File: src/sv/nfrag_pkg.sv
`timescale 1ns / 1ps
// shared types and constants of the notification payload fragmenter
package nfrag_pkg;

    localparam int ByteW   = 8;
    localparam int LenW    = 12;
    localparam int MtuW    = 10;
    localparam int ChunkW  = 9;
    localparam int NumW    = 13;
    localparam int IdxW    = 8;
    localparam int BifW    = 10;
    localparam int HdrCntW = 2;

    localparam int DivSteps = NumW;
    localparam int DivCntW  = 4;

    localparam int MtuMin         = 23;
    localparam int MtuMax         = 517;
    localparam int PassOverhead   = 3;
    localparam int SplitOverhead  = 7;
    localparam int MtuReset       = 23;
    localparam int MaxMessageBytesDef = 4080;

    localparam logic [ByteW-1:0] HashByte = 8'h23;

    // configuration register indexes
    localparam logic CfgMtu    = 1'b0;
    localparam logic CfgNotify = 1'b1;

    // header byte positions
    localparam logic [HdrCntW-1:0] HdrHash0 = 2'd0;
    localparam logic [HdrCntW-1:0] HdrHash1 = 2'd1;
    localparam logic [HdrCntW-1:0] HdrTotal = 2'd2;
    localparam logic [HdrCntW-1:0] HdrIndex = 2'd3;

    typedef enum logic [1:0] {
        ST_IDLE,
        ST_DIV,
        ST_HDR,
        ST_DATA
    } t_state;

    typedef struct packed {
        logic load;
        logic div_step;
        logic div_store;
        logic hdr_emit;
        logic data_step;
    } t_cmd;

    typedef struct packed {
        logic first_split;
        logic hdr_needed;
        logic div_done;
        logic hdr_last;
        logic slot_free;
        logic notify;
    } t_status;

endpackage

File: src/sv/nfrag_ctrl.sv
`timescale 1ns / 1ps
// sequencing state machine of the notification payload fragmenter
module nfrag_ctrl (
    input  logic              i_clk,
    input  logic              i_rst_n,
    input  logic              i_in_valid,
    input  nfrag_pkg::t_status i_status,
    output nfrag_pkg::t_cmd   o_cmd,
    output logic              o_in_stall
);
    import nfrag_pkg::*;

    t_state r_state;
    t_state n_state;

    always_ff @(posedge i_clk) begin
        if (!i_rst_n) begin
            r_state <= ST_IDLE;
        end else begin
            r_state <= n_state;
        end
    end

    always_comb begin
        n_state = r_state;
        unique case (r_state)
            ST_IDLE: begin
                if (i_in_valid) begin
                    priority if (i_status.first_split) begin
                        n_state = ST_DIV;
                    end else if (i_status.hdr_needed && i_status.notify) begin
                        n_state = ST_HDR;
                    end else begin
                        n_state = ST_DATA;
                    end
                end
            end
            ST_DIV: begin
                if (i_status.div_done) begin
                    n_state = i_status.notify ? ST_HDR : ST_DATA;
                end
            end
            ST_HDR: begin
                if (i_status.slot_free && i_status.hdr_last) begin
                    n_state = ST_DATA;
                end
            end
            ST_DATA: begin
                if (!i_status.notify || i_status.slot_free) begin
                    n_state = ST_IDLE;
                end
            end
            default: n_state = ST_IDLE;
        endcase
    end

    always_comb begin
        o_cmd      = '0;
        o_in_stall = 1'b1;
        unique case (r_state)
            ST_IDLE: begin
                // no item is taken while reset is held
                o_in_stall = !i_rst_n;
                o_cmd.load = i_in_valid && i_rst_n;
            end
            ST_DIV: begin
                o_cmd.div_step  = !i_status.div_done;
                o_cmd.div_store = i_status.div_done;
            end
            ST_HDR: begin
                o_cmd.hdr_emit = i_status.slot_free;
            end
            ST_DATA: begin
                o_cmd.data_step = !i_status.notify || i_status.slot_free;
            end
            default: o_cmd = '0;
        endcase
    end

endmodule

File: src/sv/nfrag_dp.sv
`timescale 1ns / 1ps
// framing counters, count divider and output register of the fragmenter
module nfrag_dp #(
    parameter int MAX_MESSAGE_BYTES = nfrag_pkg::MaxMessageBytesDef
) (
    input  logic                        i_clk,
    input  logic                        i_rst_n,
    input  logic                        i_cfg_we,
    input  logic                        i_cfg_index,
    input  logic [nfrag_pkg::MtuW-1:0]  i_cfg_data,
    input  logic [nfrag_pkg::ByteW-1:0] i_data_byte,
    input  logic [nfrag_pkg::LenW-1:0]  i_message_length,
    input  nfrag_pkg::t_cmd             i_cmd,
    output nfrag_pkg::t_status          o_status,
    output logic                        o_out_valid,
    input  logic                        i_out_stall,
    output logic [nfrag_pkg::ByteW-1:0] o_out_byte,
    output logic                        o_fragment_last,
    output logic                        o_message_last
);
    import nfrag_pkg::*;

    localparam logic [LenW-1:0] MaxLen = LenW'(MAX_MESSAGE_BYTES);

    // configuration
    logic [MtuW-1:0] r_mtu;
    logic            r_notify;

    // latched item
    logic [ByteW-1:0]  r_data;
    logic [LenW-1:0]   r_len;
    logic [ChunkW-1:0] r_chunk;

    // framing state
    logic [LenW-1:0] r_bytes_seen;
    logic [IdxW-1:0] r_frag_idx;
    logic [IdxW-1:0] r_frag_tot;
    logic [BifW-1:0] r_bif;
    logic            r_split;

    // fragment count divider
    logic [NumW-1:0]    r_div_num;
    logic [ChunkW-1:0]  r_div_rem;
    logic [DivCntW-1:0] r_div_cnt;

    logic [HdrCntW-1:0] r_hdr_cnt;

    logic [ByteW-1:0] r_out_byte;
    logic             r_out_fl;
    logic             r_out_ml;
    logic             r_out_valid;

    logic [LenW-1:0]   len_c;
    logic [MtuW-1:0]   mtu_c;
    logic [ChunkW-1:0] chunk_c;
    logic              split_new;
    logic              first;
    logic [NumW-1:0]   num_init;
    logic [ChunkW:0]   rem_sh;
    logic              q_bit;
    logic [ChunkW:0]   rem_sub;
    logic              msg_last;
    logic              bif_full;
    logic              frag_last;
    logic              slot_free;
    logic [ByteW-1:0]  hdr_byte;

    always_comb begin
        priority if (i_message_length == '0) begin
            len_c = LenW'(1);
        end else if (i_message_length > MaxLen) begin
            len_c = MaxLen;
        end else begin
            len_c = i_message_length;
        end
        priority if (r_mtu < MtuW'(MtuMin)) begin
            mtu_c = MtuW'(MtuMin);
        end else if (r_mtu > MtuW'(MtuMax)) begin
            mtu_c = MtuW'(MtuMax);
        end else begin
            mtu_c = r_mtu;
        end
    end

    assign chunk_c   = ChunkW'(mtu_c - MtuW'(SplitOverhead));
    assign split_new = len_c > LenW'(mtu_c - MtuW'(PassOverhead));
    assign first     = (r_bytes_seen == '0);
    assign num_init  = NumW'(len_c) + NumW'(chunk_c) - NumW'(1);

    // one quotient bit per cycle
    assign rem_sh  = {r_div_rem, r_div_num[NumW-1]};
    assign q_bit   = rem_sh >= {1'b0, r_chunk};
    assign rem_sub = rem_sh - {1'b0, r_chunk};

    assign msg_last  = (NumW'(r_bytes_seen) + NumW'(1)) >= NumW'(r_len);
    assign bif_full  = ({1'b0, r_bif} + (BifW + 1)'(1)) >= (BifW + 1)'(r_chunk);
    assign frag_last = r_split ? (msg_last || bif_full) : msg_last;
    assign slot_free = !r_out_valid || !i_out_stall;

    always_comb begin
        unique case (r_hdr_cnt)
            HdrHash0: hdr_byte = HashByte;
            HdrHash1: hdr_byte = HashByte;
            HdrTotal: hdr_byte = r_frag_tot;
            HdrIndex: hdr_byte = r_frag_idx;
            default:  hdr_byte = HashByte;
        endcase
    end

    always_comb begin
        o_status.first_split = first && split_new;
        o_status.hdr_needed  = first ? split_new : (r_split && (r_bif == '0));
        o_status.div_done    = (r_div_cnt == DivCntW'(DivSteps));
        o_status.hdr_last    = (r_hdr_cnt == HdrIndex);
        o_status.slot_free   = slot_free;
        o_status.notify      = r_notify;
    end

    always_ff @(posedge i_clk) begin
        if (!i_rst_n) begin
            r_mtu    <= MtuW'(MtuReset);
            r_notify <= 1'b0;
        end else if (i_cfg_we) begin
            unique case (i_cfg_index)
                CfgMtu:    r_mtu    <= i_cfg_data;
                CfgNotify: r_notify <= i_cfg_data[0];
                default:   r_mtu    <= r_mtu;
            endcase
        end
    end

    always_ff @(posedge i_clk) begin
        if (i_cmd.load) begin
            r_data  <= i_data_byte;
            r_len   <= len_c;
            r_chunk <= chunk_c;
        end
    end

    always_ff @(posedge i_clk) begin
        if (!i_rst_n) begin
            r_bytes_seen <= '0;
            r_frag_idx   <= '0;
            r_frag_tot   <= '0;
            r_bif        <= '0;
            r_split      <= 1'b0;
            r_div_cnt    <= DivCntW'(DivSteps);
            r_hdr_cnt    <= '0;
        end else begin
            if (i_cmd.load) begin
                r_hdr_cnt <= '0;
                if (first) begin
                    r_split    <= split_new;
                    r_bif      <= '0;
                    r_frag_idx <= split_new ? IdxW'(1) : '0;
                    r_frag_tot <= '0;
                    r_div_cnt  <= '0;
                end
            end
            if (i_cmd.div_step) begin
                r_div_cnt <= r_div_cnt + DivCntW'(1);
            end
            if (i_cmd.div_store) begin
                r_frag_tot <= r_div_num[IdxW-1:0];
            end
            if (i_cmd.hdr_emit) begin
                r_hdr_cnt <= r_hdr_cnt + HdrCntW'(1);
            end
            if (i_cmd.data_step) begin
                if (msg_last) begin
                    r_bytes_seen <= '0;
                    r_frag_idx   <= '0;
                    r_frag_tot   <= '0;
                    r_bif        <= '0;
                    r_split      <= 1'b0;
                end else begin
                    r_bytes_seen <= r_bytes_seen + LenW'(1);
                    if (r_split) begin
                        if (frag_last) begin
                            r_bif      <= '0;
                            r_frag_idx <= r_frag_idx + IdxW'(1);
                        end else begin
                            r_bif <= r_bif + BifW'(1);
                        end
                    end
                end
            end
        end
    end

    always_ff @(posedge i_clk) begin
        if (i_cmd.load && first) begin
            r_div_num <= num_init;
            r_div_rem <= '0;
        end else if (i_cmd.div_step) begin
            r_div_num <= {r_div_num[NumW-2:0], q_bit};
            r_div_rem <= q_bit ? rem_sub[ChunkW-1:0] : rem_sh[ChunkW-1:0];
        end
    end

    always_ff @(posedge i_clk) begin
        if (!i_rst_n) begin
            r_out_valid <= 1'b0;
        end else if (i_cmd.hdr_emit || (i_cmd.data_step && r_notify)) begin
            r_out_valid <= 1'b1;
        end else if (!i_out_stall) begin
            r_out_valid <= 1'b0;
        end
    end

    always_ff @(posedge i_clk) begin
        if (i_cmd.hdr_emit) begin
            r_out_byte <= hdr_byte;
            r_out_fl   <= 1'b0;
            r_out_ml   <= 1'b0;
        end else if (i_cmd.data_step && r_notify) begin
            r_out_byte <= r_data;
            r_out_fl   <= frag_last;
            r_out_ml   <= msg_last;
        end
    end

    assign o_out_valid     = r_out_valid;
    assign o_out_byte      = r_out_byte;
    assign o_fragment_last = r_out_fl;
    assign o_message_last  = r_out_ml;

    // pass-through messages never touch the fragment counters
    assert property (@(posedge i_clk) disable iff (!i_rst_n)
        !r_split |-> (r_bif == '0) && (r_frag_idx == '0))
        else $error("fragment counters moved outside split mode");

    // partial remainder stays below the divisor while dividing
    assert property (@(posedge i_clk) disable iff (!i_rst_n)
        (r_div_cnt != DivCntW'(DivSteps)) |-> (r_div_rem < r_chunk))
        else $error("divider remainder out of range");

    // headers only belong to split messages
    assert property (@(posedge i_clk) disable iff (!i_rst_n)
        i_cmd.hdr_emit |-> r_split)
        else $error("header emitted for a pass-through message");

    // a message always ends on a notification boundary
    assert property (@(posedge i_clk) disable iff (!i_rst_n)
        (r_out_valid && r_out_ml) |-> r_out_fl)
        else $error("message end without fragment end");

endmodule

File: src/sv/notify_payload_fragmenter.sv
`timescale 1ns / 1ps
// top level of the notification payload fragmenter
//
// Splits a byte stream into notification payloads for the configured MTU (clamped to
// 23..517). A message of at most MTU-3 bytes goes out unchanged as one notification;
// a longer one is cut into ceil(len/(MTU-7)) fragments, each led by '#', '#', the
// fragment count and the fragment number. One item is handled at a time: a plain data
// byte is accepted, then emitted; each fragment start adds the header, and the first
// byte of a split message adds the bit-serial count division. A stalled output holds
// the item longer. With notify disabled the framing still advances but nothing is
// emitted. Configuration must be written only while idle, which is not enforced.
module notify_payload_fragmenter #(
    parameter int MAX_MESSAGE_BYTES = nfrag_pkg::MaxMessageBytesDef
) (
    input  logic                        i_clk,
    input  logic                        i_rst_n,
    input  logic                        i_cfg_we,
    input  logic                        i_cfg_index,
    input  logic [nfrag_pkg::MtuW-1:0]  i_cfg_data,
    input  logic                        i_in_valid,
    output logic                        o_in_stall,
    input  logic [nfrag_pkg::ByteW-1:0] i_data_byte,
    input  logic [nfrag_pkg::LenW-1:0]  i_message_length,
    output logic                        o_out_valid,
    input  logic                        i_out_stall,
    output logic [nfrag_pkg::ByteW-1:0] o_out_byte,
    output logic                        o_fragment_last,
    output logic                        o_message_last
);
    import nfrag_pkg::*;

    t_cmd    cmd;
    t_status status;

    nfrag_ctrl u_ctrl (
        .i_clk      (i_clk),
        .i_rst_n    (i_rst_n),
        .i_in_valid (i_in_valid),
        .i_status   (status),
        .o_cmd      (cmd),
        .o_in_stall (o_in_stall)
    );

    nfrag_dp #(
        .MAX_MESSAGE_BYTES (MAX_MESSAGE_BYTES)
    ) u_dp (
        .i_clk            (i_clk),
        .i_rst_n          (i_rst_n),
        .i_cfg_we         (i_cfg_we),
        .i_cfg_index      (i_cfg_index),
        .i_cfg_data       (i_cfg_data),
        .i_data_byte      (i_data_byte),
        .i_message_length (i_message_length),
        .i_cmd            (cmd),
        .o_status         (status),
        .o_out_valid      (o_out_valid),
        .i_out_stall      (i_out_stall),
        .o_out_byte       (o_out_byte),
        .o_fragment_last  (o_fragment_last),
        .o_message_last   (o_message_last)
    );

endmodule

File: config.mk
export PLATFORM = sky130hd
export DESIGN_NAME = notify_payload_fragmenter
export DESIGN_NICKNAME = d
export VERILOG_FILES = /design/src/sv/nfrag_pkg.sv /design/src/sv/nfrag_ctrl.sv /design/src/sv/nfrag_dp.sv /design/src/sv/notify_payload_fragmenter.sv
export SDC_FILE = /design/constraint.sdc
export NUM_CORES = 1
export LEC_CHECK = 0
export CAP_MARGIN = 40
export CORE_MARGIN = 10
export CORE_UTILIZATION = 33
export CTS_CLUSTER_DIAMETER = 200
export DETAILED_ROUTE_END_ITERATION = 8
export DONT_BUFFER_PORTS = 1
export GPL_TIMING_DRIVEN = 0
export PLACE_DENSITY = 0.56
export SLEW_MARGIN = 20
export SYNTH_ARGS = -nofsm -noshare
export SYNTH_HDL_FRONTEND = slang
export SYNTH_SLANG_ARGS = --single-unit
File: constraint.sdc
create_clock -name i_clk -period 4.56 [get_ports i_clk]
set_clock_uncertainty 0.2 [all_clocks]
set_input_delay 1.368 -clock i_clk [delete_from_list [all_inputs] [get_ports i_clk]]
set_output_delay 1.368 -clock i_clk [all_outputs]
set_load 0.02 [all_outputs]
==> impl_results.md <==
- Total power: around 4.3 mW
- First-pass GRT wire length: about 33,000 µm
- Flop2flop setup slack: about 0.18 ns
- Async set-reset flop share out of synthesis: 0
- Critical Path AT: 4.33 ns
- Via count: ~6,400
- Nets: between 1,000 and 1,500
- Clock transition at path regs: roughly 0.060 ns
- RR Startpoint: u_dp.r_mtu[6]
- Area contributors post-synth: edfxtp_1, dfxtp_1, ha_1, nand2_1, inv_1
- Max Cap Viol: 0
- Sw frac: 0.3617
- Total track usage: 0.1350
- ANT nets after route: 0
- Hold Path Stages: 2
- Peak VDD IR: about 0.19 mV
- Critical Path End Type: register
- Largest net degree at the start of global routing: 33
- Num rows: 56
- CTS tree: built
- Die Wd: ~170 µm
- N_diodes: 0
- Routed vias/inst: 5.135
- Htree depth: 4
- Post-synthesis compound-gate area fraction: 0.1780
- Seq pwr share: 0.359
- Starting Density: 0.3341
- Placed cell area: slightly above 8000 µm²
- Worst hold path class: reg2reg
- HPWL after DPL: roughly 15,000 µm
- Register area share after synthesis: 0.3723
- Slew @ Worst Pin: between 0.8 and 0.9 ns
- Synth top area share: 0.1926
- DRT iter0 DRCs: 302
- CP Max Fanout: 9
- Synth Area in Simple Gates: 0.2069
- Fin. max-slew vios: 0
- Bufs on Longest Clock Path: 2
- Synth area leader: edfxtp_1
- R2R cell count: 18
- Synth cell types: 73
- Psw: ~1.6 mW
- Final hold vios: 0
- Ports: 48
- Avg Cell Area, Syn: just under 9 µm²
- RePlAce Congestion: between 0.9 and 1
- Synth warn: 0
- Final min period: between 4 and 5 ns
- Most common cell in the netlist: nand2_1
- GRT overflow: 0
- Worst Setup EP: u_dp.r_div_num[11]
- Syn-to-layout area delta: 14.14%
- Vias in the first global route: roughly 6,000
- Mux cell area share after synthesis: 0.01685
- Worst setup startpoint: u_dp.r_mtu[6]
- Post-Route WL: approximately 20,000 µm
- Pleak: 3.546 nW
- Die H: about 170 µm
- Die ar.: a little over 30,000 µm²
- Post-Synth XOR/XNOR Area: 0.03804
- TritonRoute pass-1 iters: 4
- CTS root buf: clkbuf_16
- WHS: 0.2744 ns
- PortBufs: 0
- EDFF count, synth: 50
- Clk Latency, worst-skew pair: between 0.4 and 0.5 ns
- Wire per inst: ~16 µm
- Final worst path period share: 0.9607
- Synth Cell Area: between 7000 and 8000 µm²
- Yosys reg bits: 120
- Int Power: 2.762 mW
- CTS Buf Count: 17
- Pwr Density: roughly 490 nW/µm²
- Sink Count: 120
- Data required, critical path: ~4.5 ns
- Clock group share of total power: 0.307
- Share of cells above drive strength 1: 0.08378
- Synth Area in Adders: 0.1287
- Combinational power share: 0.334
- Max_slew headroom: 0.4396
- Final setup fails: 0
- Largest family of logic cells by synthesized area: simple AND/OR/NAND/NOR gates
- Status: finished clean
- F_max: 228.3 MHz
- Reg2reg end: u_dp.r_div_num[11]
- Cells after Synth: approximately 900
- Prevailing post-synth register cell: dfxtp_1
- Final instance area: ~8900 µm²
- Post-route DRC: 0
- Core Box Area: around 23,000 µm²
- Initial antenna violation count: 0
- # fillers: between 2,000 and 2,500
- Worst Path Class, Setup: reg2reg
- Most frequent cells after synthesis: nand2_1, inv_1, ha_1, dfxtp_1, nor2_1
- Critical Path Start Type: register
- Unrepaired setup endpoints after global routing: yes
[power groups by stage]
stage          registers, mW  logic (mW)  clock network (mW)
2_1_floorplan           1.51        1.10                   0
3_3_place_gp            1.57        1.40                   0
3_5_place_dp            1.57        1.41                   0
4_1_cts                 1.55        1.43                1.35
5_1_grt                 1.58        1.64                1.41
6_report                1.55        1.44                1.33
[worst max-delay path, stage by stage, from the launching register on]
cell and delay, ns:
dfxtp_4 0.38, or4_4 0.54, a211oi_4 0.29, buf_4 0.17, a21o_1 0.10, ha_2 0.29
inv_1 0.09, ha_1 0.26, inv_1 0.07, ha_1 0.19, inv_1 0.07, fa_1 0.39
nor2b_1 0.16, o21ai_2 0.08, a21oi_2 0.19, o311a_1 0.23, o211a_1 0.19, o21a_1 0.13
o31ai_1 0.06
[kinds of logic after synthesis]
group | after synthesis
buffers and inverters | 120
xor gates and xnor gates | 33
DFF | 120
adders and majority gates | 79
and+or+nand+nor | 331
other | 1
AOI/OAI and AO/OA | 199
muxes | 13
[how the worst min path moves through the flow]
stage	startpoint	endpoint	slack, ns
global placement	u_dp.r_bif[8]	u_dp.r_bif[8]	0.26
detailed placement	u_dp.r_bif[8]	u_dp.r_bif[8]	0.26
CTS	u_dp.r_bif[8]	u_dp.r_bif[8]	0.27
floorplan	u_dp.r_bif[8]	u_dp.r_bif[8]	0.24
finish	u_dp.r_bif[8]	u_dp.r_bif[8]	0.27
global route	u_dp.r_div_rem[8]	u_dp.r_div_rem[8]	0.29
[stage by stage]
step,util,TNS (ns),instances,setup slack (ns)
floorplan,-,0,897,0.2069
global placement,0.3514,-1.002,1216,-0.2567
detailed placement,0.3514,-1.139,1216,-0.2676
CTS,0.3784,0,1251,0.007107
global route,0.3814,-0.05198,1250,-0.03928
finish,0.3814,0,1250,0.1790
[what timing repair did]
action / in CTS / in global routing
endpoints found under the hold margin: 0 / 0
cloned: 0 / 0
hold buffers: 0 / 0
pin swaps: 1 / 8
setup buffers: 3 / 3
setup endpoints to repair: 8 / 9
gates resized for setup: 5 / 19
[final cells by class]
class	instances	area (µm²)	area share
Multi-Input combinational cell	657	4524	0.5084
Sequential cell	120	2909	0.3269
Clock buffer	18	429.2	0.04823
Tap cell	319	399.1	0.04485
Inverter	80	300.3	0.03375
Clock inverter	14	151.4	0.01701
Buffer	36	140.1	0.01575
Timing Repair Buffer	6	45.04	0.005062
[state kept, by name (all words and copies together), names as in the netlist, 9 cells and up]
| name | cells |
|---|---|
| u_dp.r_bytes_seen | 12 |
| u_dp.r_len | 12 |
| u_dp.r_div_rem | 9 |
| u_dp.r_chunk | 9 |
| u_dp.r_div_num | 13 |
| u_dp.r_bif | 10 |
| u_dp.r_mtu | 10 |
[placed cells by master (no fill, tap or decap), types with 5 or more instances in the layout]
cell / n
nand2_1: 111
inv_1: 78
ha_1: 76
dfxtp_1: 67
nor2_1: 66
a21oi_1: 56
edfxtp_1: 50
nand3_1: 40
clkbuf_1: 30
o21ai_0: 26
xnor2_1: 19
nor3_1: 19
clkbuf_16: 17
nand4_1: 16
a21o_1: 14
xor2_1: 13
a211oi_1: 13
mux2i_1: 12
nand2b_1: 11
and2_1: 8
nor4_1: 8
or3_1: 8
nor2b_1: 8
a221oi_1: 7
a31oi_1: 6
a41oi_1: 6
a22oi_1: 6
buf_4: 6
or2_2: 5
o31ai_1: 5
and4_1: 5
o21a_1: 5
a211o_1: 5
clkinv_4: 5
[per-layer routing]
metal / routed length (µm) / GRT usage
met3: 868 / 0.03006
met1: 10100 / 0.1842
met2: 9041 / 0.2068
met4: 363 / 0.04275
met5: 0 / 0
Note: power is estimated with default switching activity, not from simulation.
